$ cat src/design/fapm_pkg.sv
// Shared types and constants for the four-axis PID thruster mixer.
`timescale 1ns / 1ps

package fapm_pkg;

  // Field widths of one input item and one result item.
  localparam int ANGLE_W = 15;
  localparam int DEPTH_W = 16;
  localparam int KEY_W_BITS = 4;
  localparam int CMD_W = 16;
  localparam int GAIN_W = 16;
  localparam int GAINS_W = 48;
  localparam int CFG_IDX_W = 2;

  // Multiplier operand A width: holds the degree-to-radian constant or one gain.
  localparam int MUL_A_W = 26;
  localparam int DEG2RAD_Q30 = 18740330;

  // Key codes.
  localparam logic [KEY_W_BITS-1:0] KEY_FWD   = 4'd0;
  localparam logic [KEY_W_BITS-1:0] KEY_BACK  = 4'd1;
  localparam logic [KEY_W_BITS-1:0] KEY_LEFT  = 4'd2;
  localparam logic [KEY_W_BITS-1:0] KEY_RIGHT = 4'd3;
  localparam logic [KEY_W_BITS-1:0] KEY_SWAYL = 4'd4;
  localparam logic [KEY_W_BITS-1:0] KEY_SWAYR = 4'd5;
  localparam logic [KEY_W_BITS-1:0] KEY_DOWN  = 4'd6;
  localparam logic [KEY_W_BITS-1:0] KEY_UP    = 4'd7;
  localparam logic [KEY_W_BITS-1:0] KEY_STOP  = 4'd8;

  // Item kinds.
  localparam logic KIND_SENSOR = 1'b0;
  localparam logic KIND_KEY    = 1'b1;

  // Axis and base-thrust slots.
  localparam logic [1:0] AX_ROLL  = 2'd0;
  localparam logic [1:0] AX_PITCH = 2'd1;
  localparam logic [1:0] AX_YAW   = 2'd2;
  localparam logic [1:0] AX_DEPTH = 2'd3;
  localparam logic [1:0] TH_LEFT  = 2'd0;
  localparam logic [1:0] TH_RIGHT = 2'd1;
  localparam logic [1:0] TH_SWAY  = 2'd2;
  localparam logic [1:0] TH_HEAVE = 2'd3;

  // Gain selectors within one packed gain register.
  localparam logic [1:0] K_P = 2'd0;
  localparam logic [1:0] K_I = 2'd1;
  localparam logic [1:0] K_D = 2'd2;

  // Base thrust levels.
  localparam logic [10:0] BASE_MID  = 11'd1500;
  localparam logic [10:0] BASE_HIGH = 11'd1600;
  localparam logic [10:0] BASE_LOW  = 11'd1400;
  localparam logic [10:0] BASE_DIVE = 11'd1650;
  localparam logic [DEPTH_W-1:0] DEPTH_TARGET_RST = 16'd13392;

  // Tag that travels with each product through the multiplier.
  typedef struct packed {
    logic       is_rad;
    logic [1:0] ax;
    logic [1:0] k;
  } fapm_tag_t;

endpackage

$ cat src/design/fapm_mul.sv
// Shared signed multiplier with a registered product and its tag.
`timescale 1ns / 1ps

module fapm_mul #(
  parameter int AW = 26,
  parameter int BW = 33
) (
  input  logic                    clk,
  input  logic                    rst,
  input  logic                    go,
  input  logic signed [AW-1:0]    a,
  input  logic signed [BW-1:0]    b,
  input  fapm_pkg::fapm_tag_t     tag,
  output logic signed [AW+BW-1:0] p,
  output logic                    p_valid,
  output fapm_pkg::fapm_tag_t     p_tag
);
  import fapm_pkg::*;

  // Product and tag register; the valid flag is control state.
  always_ff @(posedge clk) begin
    if (rst) begin
      p_valid <= 1'b0;
    end else begin
      p_valid <= go;
    end
    if (go) begin
      p     <= a * b;
      p_tag <= tag;
    end
  end

endmodule

$ cat config.mk
export PLATFORM = sky130hd
export DESIGN_NAME = fapm_mul
export DESIGN_NICKNAME = d
export VERILOG_FILES = /design/src/design/fapm_pkg.sv /design/src/design/fapm_mul.sv
export SDC_FILE = /design/constraint.sdc
export NUM_CORES = 2
export LEC_CHECK = 0
export BUFFER_PORTS_ARGS = -buffer_cell sky130_fd_sc_hd__buf_2
export CAP_MARGIN = 40
export CORE_MARGIN = 10
export CORE_UTILIZATION = 45
export CTS_CLUSTER_DIAMETER = 50
export DETAILED_ROUTE_END_ITERATION = 12
export PLACE_DENSITY = 0.67
export SETUP_SLACK_MARGIN = 0.1
export SLEW_MARGIN = 5
export SYNTH_ARGS = -nofsm -noshare
export SYNTH_HDL_FRONTEND = slang
export SYNTH_SLANG_ARGS = --single-unit
$ cat constraint.sdc
create_clock -name clk -period 9.35 [get_ports clk]
set_input_delay 1.4025 -clock clk [delete_from_list [all_inputs] [get_ports clk]]
set_output_delay 1.4025 -clock clk [all_outputs]
set_load 0.02 [all_outputs]
==> metrics.md <==
| Metric | Value |
|---|---|
| Synthesis-stage register bit count | `between 60 and 70` |
| Die Span Y | `286 um` |
| H-tree depth | `3` |
| Sink Count | `65` |
| Synth Area in Compound Gates | `3.54%` |
| Routed Antenna Nets | `0` |
| Crit-path max FO | `28` |
| Synthesized Nets | `4466` |
| Maxcap violations | `0` |
| Global-route wire length before repair | `138000 um` |
| CTS tree | `yes` |
| Critical Path RT | `9480 ps` |
| Final worst path period need | `8820 ps` |
| CTS buffer count | `9` |
| Post-CTS Setup Inserts | `0` |
| Post-synth ARST share | `0%` |
| Initial antenna violation count | `3` |
| Drt drc | `0` |
| Fillers | `6661` |
| Pre-antenna DRT Iters | `5` |
| Post_cts resized | `0` |
| Clock transition at path regs | `70 ps` |
| Finish-stage setup viols | `0` |
| Cells taking the most area after synthesis | `fa_1, inv_1, and2_1, ha_1, nand2_1` |
| # rows | `just under 100` |
| Crit. path cell count | `27` |
| Pre-CTS setup slack | `200 ps` |
| Most frequent cell after synthesis | `fa_1` |
| Die X | `286 um` |
| Post-synthesis instance total | `3361` |
| Worst Hold Class | `primary input to flip-flop` |
| Nets | `4538` |
| Worst path slowest cell | `fa_1` |
| Simple logic cell fraction of the synthesized area | `15.1%` |
| Most used cell, CP | `fa_1` |
| Synth warnings | `0` |
| Dpl hpwl | `69800 um` |
| Xor/xnor cell area share of the yosys netlist | `1.76%` |
| Layout cells sized above 1 | `7.24%` |
| Critical Path End Type | `flip-flop` |
| Worst Path Buf+Inv | `8` |
| Mux contribution to synthesized area | `0.0628%` |
| Final setup margin | `531 ps` |
| Synth Flop Type | `edfxtp_1` |
| Combinational family with the most area after synthesis | `adder cells` |
| Layout area overhead | `6.94%` |
| CP Launch Point | `a[3]` |
| Die area | `81900 um^2` |
| Tot GR Track Use | `21.4%` |
| Seq/Total Area, Yosys | `under 10%` |
| Fin crit share | `94.3%` |
| Yosys top cell by area | `fa_1` |
| Mean post-synth cell area | `around 9.5 um^2` |
| Initial DRC count | `1137` |
| Tightest Pin Transition | `763 ps` |
| CTS Buffer Depth | `2` |
| IO Pins | `132` |
| Core box area | `70100 um^2` |
| IO buf count | `131` |
| Worst path max stage delay | `between 500 and 600 ps` |
| Arrival @ worst endpoint | `8940 ps` |
| Top cell type's share of synthesized area | `55.1%` |
| Hold Fails Final Rpt | `0` |
| Adder-Cell Fraction of Synth Area | `61.4%` |
| Headroom to the max-slew limit | `49.1%` |
| Setup CP Type | `primary input to flip-flop` |
| RSZ-0062 raised after global routing | `false` |
| Largest delay share family, worst path | `adder cells` |
| Total wire length | `82800 um` |
| Largest net degree at the start of global routing | `53` |
| Startpoint types | `primary input` |
| GR Overflow Total | `0` |
| Root buffer cell | `clkbuf_16` |
| Top post-synthesis cells by count | `fa_1, inv_1, nand2_1, and2_1, ha_1` |
| Vias in the first global route | `25000` |
| Placer Congestion | `around 0.91` |
| Synthesized area | `31900 um^2` |
| Vias | `22300` |
| Yosys cell types | `63` |
| Initial core utilization | `between 40 and 50%` |
| # hold bufs at CTS | `0` |
| Avg WL per Cell | `18.9 um` |
| EDFF count, synth | `64` |
| Critical Path End | `p[58]` |
| Max-slew violation count | `0` |
| Avg Vias per Cell | `5.10` |
| Fmax | `around 0.11 GHz` |
| Status | `finished, final reports clean` |
-- flip-flops by register name, indices dropped and copies added, names as in the netlist --
| register | flops |
|---|---|
| p_valid | 1 |
| p_tag | 5 |
| p | 59 |
-- per-layer routing --
layer / vias to the layer above / share of wire, % / global-route usage (%)
met3: 160 / 5.6 / 2.96
met2: 688 / 51 / 37.3
met5: - / 0.016 / 0
met4: 2 / 4.4 / 8.71
met1: 11700 / 39 / 26.5
li1: 9771 / - / -
-- worst min path at each step --
stage	from	end	cells after the start	slack, ps
finish	rst	p_valid	2	1180
global route	rst	p_valid	2	1170
CTS	rst	p_valid	2	1160
global placement	rst	p_valid	2	1560
detailed placement	rst	p_valid	2	1560
floorplan	rst	p_valid	1	1470
-- metrics by stage --
| stage | instance area, um^2 | utilization [%] | hold WS, ps | setup TNS [ps] | instances |
|---|---|---|---|---|---|
| 5_1_grt | 34100 | 48.6 | 1170 | 0 | 4379 |
| 3_3_place_gp | 33800 | 48.2 | 1560 | -305 | 4361 |
| 3_5_place_dp | 33800 | 48.2 | 1560 | 0 | 4362 |
| 4_1_cts | 34100 | 48.6 | 1160 | 0 | 4378 |
| 6_report | 34100 | 48.6 | 1180 | 0 | 4380 |
| 2_1_floorplan | 31900 | - | 1470 | 0 | 3361 |
-- placed cells by master (no fill, tap or decap), types with 60 or more instances in the layout --
cell type	synthesis	layout
inv_1	861	861
a21oi_1	62	62
buf_2	3	131
buf_4	0	86
edfxtp_1	64	64
fa_1	878	878
nand2_1	513	513
ha_1	160	160
nor2_1	60	60
and2_1	354	354
-- logic make-up after synthesis --
family / Yosys count
simple gates: 1002
xor+xnor: 64
mux: 2
buf+inv: 1021
fa+ha+maj: 1038
flops: 65
compound gates: 169
-- cell type report --
cell class | instances | area [um^2] | area share, %
antenna | 2 | 5.00 | 0.0147
multi-input combinational | 2275 | 26100 | 76.6
tap | 940 | 1180 | 3.45
clock buffer | 9 | 225 | 0.660
timing repair buffer | 220 | 1360 | 3.99
clock inverter | 7 | 47.5 | 0.139
inverter | 862 | 3240 | 9.49
sequential | 65 | 1940 | 5.69
Power is left out: the tool's default activity adds up to more than one toggle a clock period on the data nets, which glitch-free logic cannot reach.
